## src/rtl/core/lcts_pkg.sv

```systemverilog
`default_nettype none
// ----------------------------------------------------------------------------
// lcts_pkg
// Types, codes and small arithmetic helpers shared by the tuner search
// sequencer modules.
// ----------------------------------------------------------------------------
package lcts_pkg;

    localparam int POS_W = 8;
    localparam int SWR_W = 14;

    localparam logic [SWR_W-1:0] SWR_MAX   = 14'd9999;
    localparam logic [SWR_W-1:0] SWR_INIT  = 14'd10000;
    localparam logic [SWR_W-1:0] THR_RESET = 14'd120;

    localparam logic [1:0] RT_NONE  = 2'd0;
    localparam logic [1:0] RT_SWEEP = 2'd1;
    localparam logic [1:0] RT_CLIMB = 2'd2;

    localparam logic [1:0] AX_CAP  = 2'd0;
    localparam logic [1:0] AX_IND  = 2'd1;
    localparam logic [1:0] AX_BOTH = 2'd2;

    localparam logic [1:0] PH_START = 2'd0;
    localparam logic [1:0] PH_UP1   = 2'd1;
    localparam logic [1:0] PH_UP    = 2'd2;
    localparam logic [1:0] PH_DOWN  = 2'd3;

    localparam logic [1:0] PASS_FIRST  = 2'd0;
    localparam logic [1:0] PASS_SECOND = 2'd1;
    localparam logic [1:0] PASS_FINAL  = 2'd2;

    localparam logic [1:0] SETTLE_NONE  = 2'd0;
    localparam logic [1:0] SETTLE_SHORT = 2'd1;
    localparam logic [1:0] SETTLE_LONG  = 2'd2;

    localparam logic FUNC_START = 1'b0;

    localparam logic [2:0] REG_THRESHOLD = 3'd0;

    typedef enum logic [15:0] {
        S_IDLE   = 16'h0001,
        S_ZERO   = 16'h0002,
        S_CT_CAP = 16'h0004,
        S_CT_IND = 16'h0008,
        S_CHK1   = 16'h0010,
        S_TEST_B = 16'h0020,
        S_B_CAP  = 16'h0040,
        S_CHK2   = 16'h0080,
        S_TEST_C = 16'h0100,
        S_CHK3   = 16'h0200,
        S_PICK   = 16'h0400,
        S_SUB    = 16'h0800,
        S_SH1    = 16'h1000,
        S_SH2    = 16'h2000,
        S_PASS   = 16'h4000,
        S_REVERT = 16'h8000
    } t_step;

    typedef struct packed {
        logic             func;
        logic [SWR_W-1:0] swr_value;
    } t_in_item;

    typedef struct packed {
        logic [6:0] ind_setting;
        logic [6:0] cap_setting;
        logic       side_select;
        logic [1:0] settle_code;
        logic       measure_request;
        logic       tune_done;
    } t_out_item;

    typedef struct packed {
        t_step                       step;
        logic [POS_W-1:0]            ind_now;
        logic [POS_W-1:0]            cap_now;
        logic                        side_now;
        logic [SWR_W-1:0]            first_swr;
        logic [POS_W-1:0]            first_ind;
        logic [POS_W-1:0]            first_cap;
        logic [2:0][SWR_W-1:0]       cp_swr;
        logic [2:0][POS_W-1:0]       cp_ind;
        logic [2:0][POS_W-1:0]       cp_cap;
        logic [SWR_W-1:0]            best_swr;
        logic [POS_W-1:0]            best_pos;
        logic [POS_W-1:0]            climb_step;
        logic                        cap_first;
        logic [1:0]                  kind;
        logic [1:0]                  axis;
        logic [1:0]                  phase;
        logic [1:0]                  pass_no;
        logic [POS_W-1:0]            last_ind;
        logic [POS_W-1:0]            last_cap;
        logic                        last_side;
    } t_seq_state;

    // Quotient by ten through a reciprocal; exact for all values up to 9999.
    function automatic logic [9:0] div10_swr(input logic [SWR_W-1:0] v);
        logic [26:0] p;
        p = 27'(v) * 27'd6554;
        return p[25:16];
    endfunction

    // Climb step: a tenth of the position, at least one.
    function automatic logic [POS_W-1:0] step_of(input logic [POS_W-1:0] x);
        logic [15:0] p;
        p = 16'(x) * 16'd205;
        return (p[15:11] == 5'd0) ? POS_W'(1) : POS_W'(p[15:11]);
    endfunction

endpackage
`default_nettype wire

```

## src/rtl/core/lcts_seq_core.sv

```systemverilog
`default_nettype none
// ----------------------------------------------------------------------------
// lcts_seq_core
// Next-state and result logic of the search sequencer for one transaction.
// ----------------------------------------------------------------------------
module lcts_seq_core #(
    parameter int RELAY_MAX    = 127,
    parameter int COARSE_LIMIT = 64
) (
    input  lcts_pkg::t_seq_state     i_cur,
    input  lcts_pkg::t_in_item       i_item,
    input  logic [13:0]              i_threshold,
    output lcts_pkg::t_seq_state     o_next,
    output logic                     o_res_valid,
    output lcts_pkg::t_out_item      o_res
);
    import lcts_pkg::*;

    localparam logic [9:0] RMAX = 10'(RELAY_MAX);
    localparam logic [9:0] CLIM = 10'(COARSE_LIMIT);

    always_comb begin : p_step
        t_seq_state       s;
        logic [SWR_W-1:0] v;
        logic             good;
        logic [9:0]       q;
        logic [POS_W-1:0] x;
        logic [9:0]       pos;
        logic [9:0]       nx;
        logic             go_run;
        logic             do_end;
        logic [POS_W-1:0] end_pos;
        logic             emit;
        logic             emit_long;
        logic             emit_done;
        logic [1:0]       k;

        s         = i_cur;
        v         = (i_item.swr_value > SWR_MAX) ? SWR_MAX : i_item.swr_value;
        good      = v <= i_threshold;
        q         = div10_swr(v);
        x         = '0;
        pos       = '0;
        nx        = '0;
        go_run    = 1'b0;
        do_end    = 1'b0;
        end_pos   = '0;
        emit      = 1'b0;
        emit_long = 1'b0;
        emit_done = 1'b0;
        k         = 2'd0;

        if (i_item.func == FUNC_START) begin
            s.kind    = RT_NONE;
            s.pass_no = PASS_FIRST;
            s.step    = S_ZERO;
            go_run    = 1'b1;
        end else if (s.step != S_IDLE) begin
            if (s.kind == RT_SWEEP) begin
                if (s.phase == PH_START) begin
                    s.best_swr = SWR_W'(q);
                    s.best_pos = '0;
                    pos        = 10'd1;
                end else begin
                    pos = 10'((s.axis == AX_CAP) ? s.cap_now : s.ind_now);
                    if (SWR_W'(q) > s.best_swr) begin
                        do_end  = 1'b1;
                        end_pos = s.best_pos;
                    end else begin
                        s.best_swr = SWR_W'(q);
                        s.best_pos = POS_W'(pos);
                        pos        = {pos[8:0], 1'b0};
                    end
                end
                if (!do_end) begin
                    if (pos < CLIM && pos <= RMAX) begin
                        if (s.axis != AX_IND) s.cap_now = POS_W'(pos);
                        if (s.axis != AX_CAP) s.ind_now = POS_W'(pos);
                        s.phase = PH_UP1;
                        emit    = 1'b1;
                    end else begin
                        do_end  = 1'b1;
                        end_pos = s.best_pos;
                    end
                end
            end else if (s.kind == RT_CLIMB) begin
                x = (s.axis == AX_CAP) ? s.cap_now : s.ind_now;
                if (s.phase == PH_START) begin
                    s.best_pos   = x;
                    s.climb_step = step_of(x);
                    s.best_swr   = v;
                    nx           = 10'(x) + 10'(s.climb_step);
                    if (nx > RMAX) nx = RMAX;
                    if (s.axis != AX_IND) s.cap_now = POS_W'(nx);
                    if (s.axis != AX_CAP) s.ind_now = POS_W'(nx);
                    s.phase = PH_UP1;
                    emit    = 1'b1;
                end else begin
                    if (s.phase == PH_UP1) begin
                        if (v <= s.best_swr) begin
                            s.best_swr = v;
                            s.best_pos = x;
                            s.phase    = PH_UP;
                        end else begin
                            s.best_swr = v;
                            s.phase    = PH_DOWN;
                        end
                    end else if (v > s.best_swr) begin
                        do_end  = 1'b1;
                        end_pos = s.best_pos;
                    end else begin
                        s.best_swr   = v;
                        s.best_pos   = x;
                        s.climb_step = step_of(x);
                    end
                    if (!do_end) begin
                        if (s.phase == PH_UP) begin
                            if (10'(x) + {1'b0, s.climb_step, 1'b0} <= RMAX) begin
                                nx   = 10'(x) + 10'(s.climb_step);
                                emit = 1'b1;
                            end
                        end else if (10'(x) >= {1'b0, s.climb_step, 1'b0}) begin
                            nx   = 10'(x) - 10'(s.climb_step);
                            emit = 1'b1;
                        end
                        if (emit) begin
                            if (s.axis != AX_IND) s.cap_now = POS_W'(nx);
                            if (s.axis != AX_CAP) s.ind_now = POS_W'(nx);
                        end else begin
                            do_end  = 1'b1;
                            end_pos = s.best_pos;
                        end
                    end
                end
            end else begin
                go_run = 1'b1;
                unique case (s.step)
                    S_ZERO: begin
                        if (good) begin
                            emit_done = 1'b1;
                        end else begin
                            s.cp_swr[0] = SWR_INIT;
                            s.cp_swr[1] = SWR_INIT;
                            s.cp_swr[2] = SWR_INIT;
                            s.step      = S_CT_CAP;
                        end
                    end
                    S_CHK1, S_CHK2, S_CHK3: begin
                        if (good) begin
                            emit_done = 1'b1;
                        end else begin
                            k = (s.step == S_CHK1) ? 2'd0 :
                                (s.step == S_CHK2) ? 2'd1 : 2'd2;
                            s.cp_swr[k] = v;
                            s.cp_ind[k] = s.ind_now;
                            s.cp_cap[k] = s.cap_now;
                            s.step = (k == 2'd0) ? S_TEST_B :
                                     (k == 2'd1) ? S_TEST_C : S_PICK;
                        end
                    end
                    S_SUB: begin
                        if (good) emit_done = 1'b1;
                        else s.step = S_SH1;
                    end
                    S_PASS: begin
                        if (s.pass_no == PASS_FIRST) begin
                            if (good) begin
                                emit_done = 1'b1;
                            end else begin
                                s.first_swr = v;
                                s.first_ind = s.ind_now;
                                s.first_cap = s.cap_now;
                                s.side_now  = ~s.side_now;
                                s.pass_no   = PASS_SECOND;
                                s.step      = S_ZERO;
                            end
                        end else if (s.pass_no == PASS_SECOND) begin
                            if (v > s.first_swr) begin
                                s.side_now = ~s.side_now;
                                s.ind_now  = s.first_ind;
                                s.cap_now  = s.first_cap;
                                s.step     = S_REVERT;
                            end else if (good) begin
                                emit_done = 1'b1;
                            end else begin
                                s.pass_no = PASS_FINAL;
                                s.step    = S_SH1;
                            end
                        end else begin
                            emit_done = 1'b1;
                        end
                    end
                    S_REVERT: begin
                        if (good) begin
                            emit_done = 1'b1;
                        end else begin
                            s.pass_no = PASS_FINAL;
                            s.step    = S_SH1;
                        end
                    end
                    default: emit_done = 1'b1;
                endcase
                if (emit_done) begin
                    go_run = 1'b0;
                    s.kind = RT_NONE;
                    s.step = S_IDLE;
                end
            end
        end

        if (do_end) begin
            if (s.axis != AX_IND) s.cap_now = end_pos;
            if (s.axis != AX_CAP) s.ind_now = end_pos;
            s.kind = RT_NONE;
            go_run = 1'b1;
        end

        for (int it = 0; it < 5; it++) begin
            if (go_run) begin
                go_run = 1'b0;
                unique case (s.step)
                    S_ZERO: begin
                        s.ind_now = '0;
                        s.cap_now = '0;
                        emit_long = 1'b1;
                    end
                    S_CHK1, S_CHK2, S_CHK3, S_SUB, S_PASS, S_REVERT: emit = 1'b1;
                    S_CT_CAP: begin
                        s.step = S_CT_IND;
                        s.kind = RT_SWEEP;
                        s.axis = AX_CAP;
                        s.phase = PH_START;
                        emit = 1'b1;
                    end
                    S_CT_IND: begin
                        s.step = S_CHK1;
                        s.kind = RT_SWEEP;
                        s.axis = AX_IND;
                        s.phase = PH_START;
                        emit = 1'b1;
                    end
                    S_TEST_B: begin
                        if (s.cap_now <= POS_W'(2) && s.ind_now <= POS_W'(2)) begin
                            s.ind_now = '0;
                            s.cap_now = '0;
                            s.step = S_B_CAP;
                            s.kind = RT_SWEEP;
                            s.axis = AX_IND;
                            s.phase = PH_START;
                            emit = 1'b1;
                        end else begin
                            s.step = S_TEST_C;
                            go_run = 1'b1;
                        end
                    end
                    S_B_CAP: begin
                        s.step = S_CHK2;
                        s.kind = RT_SWEEP;
                        s.axis = AX_CAP;
                        s.phase = PH_START;
                        emit = 1'b1;
                    end
                    S_TEST_C: begin
                        if (s.cap_now <= POS_W'(2) && s.ind_now <= POS_W'(2)) begin
                            s.ind_now = '0;
                            s.cap_now = '0;
                            s.step = S_CHK3;
                            s.kind = RT_SWEEP;
                            s.axis = AX_BOTH;
                            s.phase = PH_START;
                            emit = 1'b1;
                        end else begin
                            s.step = S_PICK;
                            go_run = 1'b1;
                        end
                    end
                    S_PICK: begin
                        if (s.cp_swr[0] <= s.cp_swr[1] && s.cp_swr[0] <= s.cp_swr[2])
                            k = 2'd0;
                        else if (s.cp_swr[1] <= s.cp_swr[0] && s.cp_swr[1] <= s.cp_swr[2])
                            k = 2'd1;
                        else
                            k = 2'd2;
                        s.cap_now = s.cp_cap[k];
                        s.ind_now = s.cp_ind[k];
                        s.step = S_SUB;
                        go_run = 1'b1;
                    end
                    S_SH1: begin
                        s.cap_first = s.cap_now >= s.ind_now;
                        s.step = S_SH2;
                        s.kind = RT_CLIMB;
                        s.axis = s.cap_first ? AX_CAP : AX_IND;
                        s.phase = PH_START;
                        emit = 1'b1;
                    end
                    S_SH2: begin
                        s.step = S_PASS;
                        s.kind = RT_CLIMB;
                        s.axis = s.cap_first ? AX_IND : AX_CAP;
                        s.phase = PH_START;
                        emit = 1'b1;
                    end
                    default: begin
                        s.step = S_IDLE;
                        s.kind = RT_NONE;
                    end
                endcase
            end
        end

        o_res.ind_setting     = s.ind_now[6:0];
        o_res.cap_setting     = s.cap_now[6:0];
        o_res.side_select     = s.side_now;
        o_res.measure_request = emit | emit_long;
        o_res.tune_done       = emit_done;
        if (emit_long)
            o_res.settle_code = SETTLE_LONG;
        else if (emit && (s.ind_now != s.last_ind || s.cap_now != s.last_cap ||
                          s.side_now != s.last_side))
            o_res.settle_code = SETTLE_SHORT;
        else
            o_res.settle_code = SETTLE_NONE;
        o_res_valid = emit | emit_long | emit_done;
        if (o_res_valid) begin
            s.last_ind  = s.ind_now;
            s.last_cap  = s.cap_now;
            s.last_side = s.side_now;
        end
        o_next = s;
    end

endmodule
`default_nettype wire

```

## src/rtl/core/lcts_out_skid.sv

```systemverilog
`default_nettype none
// ----------------------------------------------------------------------------
// lcts_out_skid
// Result register with one skid entry, so that a transaction can be accepted
// while the previous result still waits.
// ----------------------------------------------------------------------------
module lcts_out_skid (
    input  logic                i_clk,
    input  logic                i_rst_n,
    input  logic                i_push,
    input  lcts_pkg::t_out_item i_data,
    input  logic                i_stall,
    output logic                o_valid,
    output lcts_pkg::t_out_item o_data,
    output logic                o_full
);
    import lcts_pkg::*;

    logic      r_ovalid;
    logic      r_svalid;
    t_out_item r_odata;
    t_out_item r_sdata;
    logic      take;

    assign take    = r_ovalid & ~i_stall;
    assign o_valid = r_ovalid;
    assign o_data  = r_odata;
    assign o_full  = r_svalid;

    always_ff @(posedge i_clk) begin
        if (!i_rst_n) begin
            r_ovalid <= 1'b0;
            r_svalid <= 1'b0;
        end else if (!r_ovalid || take) begin
            if (r_svalid) begin
                r_ovalid <= 1'b1;
                r_svalid <= 1'b0;
            end else begin
                r_ovalid <= i_push;
            end
        end else if (i_push) begin
            r_svalid <= 1'b1;
        end
    end

    always_ff @(posedge i_clk) begin
        if (!r_ovalid || take) begin
            if (r_svalid) r_odata <= r_sdata;
            else if (i_push) r_odata <= i_data;
        end else if (i_push) begin
            r_sdata <= i_data;
        end
    end

    a_skid_needs_out: assert property (@(posedge i_clk) disable iff (!i_rst_n)
        !(r_svalid && !r_ovalid))
        else $error("skid entry held without an output entry");
    a_no_push_full: assert property (@(posedge i_clk) disable iff (!i_rst_n)
        !(i_push && r_svalid))
        else $error("result pushed while skid entry full");
    a_push_empty: assert property (@(posedge i_clk) disable iff (!i_rst_n)
        (i_push && !r_ovalid) |=> (r_ovalid && !r_svalid))
        else $error("result pushed into empty stage was not presented");

endmodule
`default_nettype wire

```

## src/rtl/core/lc_tuner_search_sequencer_unit.sv

```systemverilog
`default_nettype none
// ----------------------------------------------------------------------------
// lc_tuner_search_sequencer_unit
// Automatic L-network tuner search sequencer with an APB threshold register.
// ----------------------------------------------------------------------------
// One input transaction is accepted per clock while the input is not stalled.
// Each transaction is handled by a single registered step: its result, if any,
// is written into the result register on acceptance, or into the skid entry
// while an earlier result still waits to be taken. A result register with one
// skid entry lets input continue while a result waits; the input stalls only once both are full.
module lc_tuner_search_sequencer_unit #(
    parameter int RELAY_MAX    = 127,
    parameter int COARSE_LIMIT = 64
) (
    input  logic                i_clk,
    input  logic                i_rst_n,
    input  logic                i_in_valid,
    output logic                o_in_stall,
    input  lcts_pkg::t_in_item  i_in_item,
    output logic                o_out_valid,
    input  logic                i_out_stall,
    output lcts_pkg::t_out_item o_out_item,
    input  logic                psel,
    input  logic                penable,
    input  logic                pwrite,
    input  logic [2:0]          paddr,
    input  logic [31:0]         pwdata,
    output logic [31:0]         prdata,
    output logic                pready
);
    import lcts_pkg::*;

    t_seq_state       r_state;
    t_seq_state       n_state;
    t_seq_state       rst_state;
    logic [SWR_W-1:0] r_threshold;
    logic             accept;
    logic             full;
    logic             res_valid;
    t_out_item        res;

    assign pready     = 1'b1;
    assign prdata     = (paddr == REG_THRESHOLD) ? 32'(r_threshold) : 32'd0;
    assign o_in_stall = full;
    assign accept     = i_in_valid & ~full;

    always_ff @(posedge i_clk) begin
        if (!i_rst_n) begin
            r_threshold <= THR_RESET;
        end else if (psel && penable && pwrite && paddr == REG_THRESHOLD) begin
            r_threshold <= pwdata[SWR_W-1:0];
        end
    end

    lcts_seq_core #(
        .RELAY_MAX    (RELAY_MAX),
        .COARSE_LIMIT (COARSE_LIMIT)
    ) u_core (
        .i_cur       (r_state),
        .i_item      (i_in_item),
        .i_threshold (r_threshold),
        .o_next      (n_state),
        .o_res_valid (res_valid),
        .o_res       (res)
    );

    always_comb begin
        rst_state            = '0;
        rst_state.step       = S_IDLE;
        rst_state.cp_swr[0]  = SWR_INIT;
        rst_state.cp_swr[1]  = SWR_INIT;
        rst_state.cp_swr[2]  = SWR_INIT;
        rst_state.climb_step = POS_W'(1);
    end

    always_ff @(posedge i_clk) begin
        if (!i_rst_n) begin
            r_state <= rst_state;
        end else if (accept) begin
            r_state <= n_state;
        end
    end

    lcts_out_skid u_out (
        .i_clk   (i_clk),
        .i_rst_n (i_rst_n),
        .i_push  (accept & res_valid),
        .i_data  (res),
        .i_stall (i_out_stall),
        .o_valid (o_out_valid),
        .o_data  (o_out_item),
        .o_full  (full)
    );

endmodule
`default_nettype wire
```

## config.mk

```make
export PLATFORM = sky130hd
export DESIGN_NAME = lc_tuner_search_sequencer_unit
export DESIGN_NICKNAME = d
export VERILOG_FILES = /design/src/rtl/core/lcts_pkg.sv /design/src/rtl/core/lcts_seq_core.sv /design/src/rtl/core/lcts_out_skid.sv /design/src/rtl/core/lc_tuner_search_sequencer_unit.sv
export SDC_FILE = /design/constraint.sdc
export NUM_CORES = 1
export LEC_CHECK = 0
export ABC_AREA = 1
export ABC_CLOCK_PERIOD_IN_PS = 13000
export BUFFER_PORTS_ARGS = -buffer_cell sky130_fd_sc_hd__buf_2
export CORE_MARGIN = 4
export CORE_UTILIZATION = 50
export DETAILED_ROUTE_END_ITERATION = 8
export GPL_TIMING_DRIVEN = 0
export PLACE_DENSITY_LB_ADDON = 0.3
export SLEW_MARGIN = 20
export SYNTH_ARGS = -nofsm -noshare
export SYNTH_HDL_FRONTEND = slang
export SYNTH_SLANG_ARGS = --single-unit
export TNS_END_PERCENT = 20
```

## constraint.sdc

```tcl
create_clock -name i_clk -period 13 [get_ports i_clk]
set_input_delay 1.3 -clock i_clk [delete_from_list [all_inputs] [get_ports i_clk]]
set_output_delay 1.3 -clock i_clk [all_outputs]
set_load 0.05 [all_outputs]
```

# [Word-level counts from Yosys, hierarchy flattened]
# Cells that the tools add are included.
[totals] register_bits=263 input_bits=57 output_inout_bits=54
[op_classes] add_sub_neg=4 n_mul=2 magnitude_cmp=37 eq_ne=102 muxes=329 n_bitwise=13 n_reduce_logical=73
[ops] cell="$pmux 16 s9" count=5
[ops] cell="$mux 16" count=25
[ops] cell="$mux 8" count=46
[ops] cell="$mux 121" count=2
[ops] cell="$mux 30" count=8
[ops] cell="$pmux 16 s3" count=5
[ops] cell="$mux 183" count=1
[ops] cell="$mux 167" count=1
[ops] cell="$bmux 8 s2" count=10
[ops] cell="$mux 32" count=5
[ops] cell="$pmux 4 s6" count=5
[ops] cell="$mux 1" count=103
[ops] cell="$eq 16x10->1 const B" count=6
[ops] cell="$eq 16x12->1 const B" count=6
[ops] cell="$eq 16x15->1 const B" count=6
[ops] cell="$eq 16x16->1 const B" count=6
[ops] cell="$eq 16x2->1 const B" count=6
[ops] cell="$eq 16x5->1 const B" count=6
[ops] cell="$eq 16x8->1 const B" count=6
[ops] cell="$mux 90" count=1
[ops] cell="$mux 22" count=4
[ops] cell="$le 14x14->1" count=6
[ops] cell="$pmux 42 s2" count=1
[ops] cell="$mux 2" count=41
[ops] cell="other kinds (82)" count=249

# [Logic depth before layout (Yosys ltp)]
# Gate-level depths: netlist (run 1).
[logic_depth] depth_word=79 depth_mapped=79 mapped_depth_nobuf=78

# [Modules after synthesis]
# A second synthesis (run 1) with hierarchy kept.
[hier_totals] hier_cells=4008 area_unflattened_um2=26300.2
[modules_own_cells] module="lcts_seq_core" instances=1 cells_each=2849 area_per_inst_um2=16618.4 seq_area_each_um2=0.0
[modules_own_cells] module="lc_tuner_search_sequencer_unit" instances=1 cells_each=1051 area_per_inst_um2=8192.9 seq_area_each_um2=4464.3
[modules_own_cells] module="lcts_out_skid" instances=1 cells_each=108 area_per_inst_um2=1488.9 seq_area_each_um2=1181.1

# [Worst setup path before layout (run 1)]
# No wires, ideal clock.
[synth_path] path_kind="input -> register" start="input port i_in_item[4] (netlist name)" end="register u_out.r_odata (netlist bit u_out.o_data[0]) (enable)" setup_ns=0.401 t_arrival_ns=11.060 required_ns=12.599 slack_ns=1.539 cell_stages=70 cell_sequence="nor4_1 o211ai_1 nand2_1 inv_1 nor2_1 inv_1 ha_1 xor2_1 ha_1 fa_1 fa_1 inv_1 fa_1 inv_1 ha_1 a21oi_1 nand2_1 nand3_1 [... 34 more ...] a21oi_1 nor2_1 nand2_1 nor2_2 nand3_4 nand2_1 o21ai_1 nand4_2 nor2_4 nor2_1 nand2_1 nand3_1 nand4_1 nor2_1 nor2_1 buf_2 inv_1 a21oi_1"
[synth_lines] element="start, declared" line="lc_tuner_search_sequencer_unit.sv:19" text="input lcts_pkg::t_in_item i_in_item,"
[synth_lines] element="end signal, assigned" line="lcts_out_skid.sv:48" text="if (r_svalid) r_odata <= r_sdata;"
[synth_lines] element="end signal, assigned" line="lcts_out_skid.sv:49" text="else if (i_push) r_odata <= i_data;"
[synth_lines] element="end, declared" line="lcts_out_skid.sv:21" text="t_out_item r_odata;"

==> results of run 1 <==
==> worst min-delay path, stage by stage, from the launching register on <==
cell and delay [ns]:
dfxtp_1 0.29, inv_1 0.06, nor3_1 0.05
==> state kept, by name, summed over array words and instances (netlist names) <==
register and count:
u_out.o_data 19, r_threshold 14, u_out.o_full 1, u_out.o_valid 1
u_out.r_sdata 19, r_state 209
==> power by group through the flow <==
stage                     registers, W  clock network [W]  logic (W)
final                         0.000919           0.000948    0.00193
after global routing          0.000924           0.000987    0.00219
after CTS                     0.000917           0.000950    0.00188
after detailed placement      0.000934                  0    0.00187
after global placement        0.000934                  0    0.00184
after floorplan               0.000949                  0    0.00136
==> cell type report <==
type | instances | area, µm² | area share, %
Multi-Input combinational cell | 2583 | 16000 | 59.2
Timing Repair Buffer | 100 | 587 | 2.17
Buffer | 145 | 686 | 2.54
Clock buffer | 41 | 843 | 3.12
Inverter | 596 | 2270 | 8.39
Antenna cell | 1 | 2.50 | 0.00926
Tap cell | 615 | 769 | 2.85
Sequential cell | 263 | 5650 | 20.9
Clock inverter | 16 | 238 | 0.879
==> cell families after synthesis <==
logic type,count (synthesis)
other,2
flip-flops,263
AO/OA/AOI/OAI,841
AND/OR/NAND/NOR,1346
adder cells (fa/ha/maj),330
XOR/XNOR,37
multiplexers,10
buffers and inverters,741
==> path summary, 6_finish.rpt <==
kind         cells past startpoint                           to  slack, ns
max                             64  u_out.r_sdata[11]$_DFFE_PP_       0.66
min                              2     r_state[32]$_SDFFE_PN0P_       0.45
max reg2reg                     60  u_out.r_sdata[11]$_DFFE_PP_       1.02
min reg2reg                      2     r_state[32]$_SDFFE_PN0P_       0.45
==> synthesized netlist by cell type, types with 33 or more instances <==
cell type | number | share of area (%)
nand2_1 | 759 | 12
inv_1 | 557 | 8.6
o21ai_0 | 331 | 6.8
ha_1 | 269 | 14
a21oi_1 | 267 | 5.5
nor2_1 | 251 | 3.9
dfxtp_1 | 225 | 18
nand3_1 | 132 | 2.7
clkbuf_1 | 96 | 1.5
fa_1 | 61 | 5.0
o211ai_1 | 61 | 1.9
nand4_1 | 41 | 1.1
edfxtp_1 | 38 | 4.7
nor3_1 | 33 | 0.68
==> through the flow <==
step / total power (W) / setup TNS [ns] / cells
CTS: 0.00375 / 0 / 4334
finish: 0.00380 / 0 / 4360
global placement: 0.00278 / -64.00 / 4272
floorplan: 0.00231 / 0 / 3587
global route: 0.00410 / -0.626 / 4359
detailed placement: 0.00280 / -38.30 / 4277
==> layer usage <==
| metal | track usage [%] | vias up |
|---|---|---|
| li1 | - | 12000 |
| met1 | 45.6 | 11700 |
| met2 | 48.7 | 1373 |
| met3 | 5.47 | 192 |
| met4 | 11.1 | 0 |
| met5 | 0 | - |
==> timing repair <==
action                     CTS  global route
resized for setup            1            34
setup endpoints to repair   40            69
pin swaps                    0             2
setup buffers                0            25
==> impl_results.md, run 1 <==
- Most frequent cells in the layout: nand2_1 (758), inv_1 (547), o21ai_0 (327)
- Chip width: 229 µm
- Status: completed
- WP data required: 13.28 ns
- Synth Flop Type: dfxtp_1
- Die H: 229 µm
- DR WL met2: 37,100 µm
- Ys async rst share: 0%
- Final clock skew: 0.0146 ns
- Seq/Total Area, Yosys: 23.1%
- Clock power frac: 24.9%
- TritonCTS buffer count: 31
- Nets: 4,107
- HP Class: reg2reg
- Initial Utilization: 50.9%
- Initial antenna violation count: 2
- VDD IR-drop max: 0.0837 mV
- WL/cell: 20.1 µm
- Critical hold path startpoint: r_state[32]$_SDFFE_PN0P_
- Share of cells above drive strength 1: 9.96%
- P_leak: 13.6 nW
- Critical Path Source: i_in_item[4]
- R2R Path Start: r_state[21]$_SDFFE_PN0P_
- TritonCTS clock tree: done
- Mux share of post-synthesis cell area: 0.410%
- Remaining DRCs: 0
- Fin crit period: 12.34 ns
- Final setup fails: 0
- Largest family of logic cells by synthesized area: simple AND/OR/NAND/NOR gates
- Critical path endpoint category: flip-flop
- Hold Fails Final Rpt: 0
- Mapped cell area: 0.0244 mm²
- CP Launch Type: input port
- Syn avg cell area: 6.83 µm²
- Critical path peak fanout: 15
- Most common cell after layout, fill and taps aside: nand2_1
- All-layer global routing usage: 31.9%
- DR top layer: met4
- XOR/XNOR Fraction of Synth Area: 1.33%
- Crit path kind: in2reg
- Vias per inst: 5.81
- Clock sink total: 263
- Number of buffers inserted by port buffering: 70
- DRT antenna net count: 0
- Crit path DAT: 12.63 ns
- Max Buffers Root-to-Sink: 3
- DRT Wirelength: 87,600 µm
- Register bit count reported by yosys: 263
- DP HPWL: 68,300 µm
- Core area: 0.0479 mm²
- Sw frac: 44.3%
- Post-route cell area: 0.0270 mm²
- Rel. slew slack: 18.7%
- Total number of vias: 25,300
- CTS H-tree lvls: 1
- Share of power burned in registers: 24.2%
- Reg clk slew, reported paths: 0.06 ns
- CTS root buf: clkbuf_16
- Met3 wire len: 9670 µm
- Cts hold-fix bufs: 0
- DR iter-0 viols: 2,866
- Maximum clock rate: 0.0810 GHz
- Comb pwr share: 50.9%
- Critical path's most frequent cell: inv_1
- DP Area: 0.0256 mm²
- Drt first pass iters: 6
- Synth warnings: 0
- Internal power: 0.00212 W
- M1 wire length: 37,200 µm
- CP top delay family: simple AND/OR/NAND/NOR gates
- NetSw: 0.00168 W
- Max Transition Viols Final: 0
- Largest net degree at the start of global routing: 16
- Fill cells: 4,737
- Period utilisation layout: 94.9%
- GPL Wtd Cong: 1.02
- Critical path's largest stage delay: 0.51 ns
- Worst-Margin Slew: 1.22 ns
- Adder-cell share of the synthesized area: 18.8%
- Slowest-stage cell, CP: fa_1
- Post-synth EDFFs: 38
- P&R area growth vs syn: 10.9%
- Hold_ws: 0.452 ns
- Crit path buffers/inverters: 19
- GRT overflow: 0
- Max-Cap Viols: 0
- Synth Area in Simple Gates: 24.6%
- Compound-cell area share of the yosys netlist: 19.7%
- Setup Slack @ Placement: -0.922 ns
- Die area: 0.0524 mm²
- Vias in the first global route: 22,800
- I/O pin count: 111
- Pwr/cell area: 141 mW/mm²
- Post-Route Utilization: 56.4%
- Mapped Cells: 3,570
- Worst skew pair latency: 0.59 ns
- First-pass GRT wire length: 133,000 µm
- Final worst slack: 0.658 ns
- # rows: 80
- Yosys cell types: 72
No activity file was read; power rests on OpenSTA's default activity.
==> inputs of run 2 (changes only) <==
ABC_CLOCK_PERIOD_IN_PS = 14300   (was 13000)
clock period = 14.3 ns   (was 13 ns; I/O delays follow)
==> run 2 against run 1 <==
  * Critical path depth unchanged
  * Combinational power down 10%
  * Design area down 1.1%
  * Non-clock buffer count down 25
  * Worst setup slack better by 0.37 ns
  * Global-route usage unchanged
  * Sequential power down 9.0%
  * Highest routed layer unchanged
==> impl_results.md, run 2 (synthesis results as in run 1) <==
- Multi-input logic area: 0.0159 mm² (-0.47%)
- Drt first pass iters: 8 (+2)
- CTS H-tree lvls: 1 (unchanged)
- Max reg flops: 209 (unchanged)
- Cts hold-fix bufs: 0 (unchanged)
- Worst skew pair latency: 0.59 ns (about the same)
- RSZ-0062 raised after global routing: false
- First-pass GRT wire length: 133,000 µm (unchanged)
- Final setup TNS: 0 ns (unchanged)
- Die area: 0.0524 mm² (unchanged)
- Max Buffers Root-to-Sink: 3 (unchanged)
- Maximum clock rate: 0.0754 GHz
- Worst-Margin Slew: 1.20 ns (-0.0168 ns)
- Final clock skew: 0.0139 ns (-0.000753 ns)
- Post-cts resize count: 0 (-1)
- Critical path peak fanout: 13 (-2)
- DRT antenna net count: 0 (unchanged)
- Pwr/cell area: 128 mW/mm² (-8.8%)
- Fin crit period: 13.27 ns
- GPL Wtd Cong: 1.02 (unchanged)
- Vias per inst: 5.81 (about the same)
- DP HPWL: 68,300 µm (unchanged)
- Initial Utilization: 50.9% (unchanged)
- Nets: 4,082 (-0.61%)
- WP data required: 14.59 ns (+1.31 ns)
- P&R area growth vs syn: 9.65%
- Chip width: 229 µm (unchanged)
- DR iter-0 viols: 3,002 (+4.7%)
- Final worst slack: 1.03 ns (+0.372 ns)
- CTS root buf: clkbuf_16
- Core area: 0.0479 mm² (unchanged)
- Post-CTS Setup Inserts: 0 (unchanged)
- Clock sink total: 263 (unchanged)
- Number of buffers inserted by port buffering: 70 (unchanged)
- Most common cell after layout, fill and taps aside: nand2_1
- Fill cells: 4,756 (+0.40%)
- Crit path DAT: 13.56 ns (+0.93 ns)
- Initial antenna violation count: 2 (unchanged)
- Critical path endpoint category: flip-flop
- Reg clk slew, reported paths: 0.06 ns (about the same)
- All-layer global routing usage: 31.9% (unchanged)
- Period utilisation layout: 92.8%
- CP Launch Type: input port
- WL/cell: 20.1 µm (about the same)
- Critical path's largest stage delay: 0.69 ns (+0.18 ns)
- # rows: 80 (unchanged)
- GRT overflow: 0 (unchanged)
- Biggest register: r_state
- TritonCTS clock tree: done
- Status: completed
- I/O pin count: 111 (unchanged)
- Final setup fails: 0 (unchanged)
- Max Transition Viols Final: 0 (unchanged)
- P_leak: 13.5 nW (-0.69%)
- Remaining DRCs: 0 (unchanged)
- DRT Wirelength: 87,100 µm (-0.63%)
- VDD IR-drop max: 0.0758 mV (-9.5%)
- Rel. slew slack: 19.8% (+1.1 points)
- HP Class: reg2reg
- Hold_ws: 0.452 ns (+0.0000500 ns)
- Setup Slack @ Placement: 0.248 ns (+1.17 ns)
- Slowest-stage cell, CP: nor2_1
- TritonCTS buffer count: 31 (unchanged)
- Max-Cap Viols: 0 (unchanged)
- Vias in the first global route: 22,800 (+0.0044%)
- Storage cell area: 0.00565 mm² (unchanged)
- Die H: 229 µm (unchanged)
- Total number of vias: 25,200 (-0.54%)
- Crit path kind: in2reg
- Share of cells above drive strength 1: 8.69% (-1.3 points)
- Most frequent cells in the layout: nand2_1 (759), inv_1 (557), o21ai_0 (327)
- Largest net degree at the start of global routing: 16 (unchanged)
- Hold Fails Final Rpt: 0 (unchanged)
[run 2: changes by cell type in the layout (fill, tap and decap cells not counted), moves of 2 or more]
cell	before	now
buf_4	49	24
clkinvlp_4	8	1
inv_1	547	557
inv_2	31	29
nor2_1	238	247
nor2_2	24	19
nor2_4	13	9
nor3_1	28	30
nor3_2	8	6
[run 2: report_power, final]
group	internal, W	switching (W)	total (W)
sequential	0.000802	0.0000341	0.000836
combinational	0.000585	0.00115	0.00173
clock	0.000521	0.000342	0.000863
total	0.00191	0.00152	0.00343
[run 2: through the flow]
step / cells / power [W] / util (%) / area (µm²)
CTS: 4334 / 0.00341 / 55.7 / 26700
detailed placement: 4277 / 0.00255 / 53.5 / 25600
global route: 4334 / 0.00370 / 55.8 / 26700
finish: 4335 / 0.00343 / 55.8 / 26700
floorplan: 3587 / 0.00210 / - / 24500
global placement: 4272 / 0.00252 / 53.3 / 25600
[run 2: layout make-up]
class,count,share of cell area (%)
diodes,1,0.00936
repair buffers,75,1.49
well taps,615,2.88
inverters,596,8.38
clock inverters,16,0.889
clock buffers,41,3.15
multi-input cells,2583,59.5
plain buffers,145,2.55
flip-flops and latches,263,21.1
[run 2: per-layer routing]
metal	GRT usage, %	part of all wire (%)	up-vias	routed length, µm
li1	-	-	12000	-
met1	45.6	43	11700	37100
met2	48.7	42	1302	36800
met3	5.47	11	191	9580
met4	11.1	4.1	0	3610
met5	0	0	-	0
[run 2: critical path, delay by kind of cell]
family / cells / cell delay (ns)
simple gates: 29 / 4.68
compound gates: 13 / 2.79
fa+ha+maj: 7 / 2.62
buf+inv: 13 / 1.64
xor+xnor: 2 / 0.34
[run 2: path summary, 6_finish.rpt]
path	from	depth (start not counted)	slack, ns	endpoint
setup reg to reg	r_state[21]$_SDFFE_PN0P_	56	2.21	u_out.o_data[11]$_DFFE_PP_
hold / removal	r_state[32]$_SDFFE_PN0P_	2	0.45	r_state[32]$_SDFFE_PN0P_
hold reg to reg	r_state[32]$_SDFFE_PN0P_	2	0.45	r_state[32]$_SDFFE_PN0P_
setup / recovery	i_in_item[4]	64	1.03	u_out.o_data[11]$_DFFE_PP_
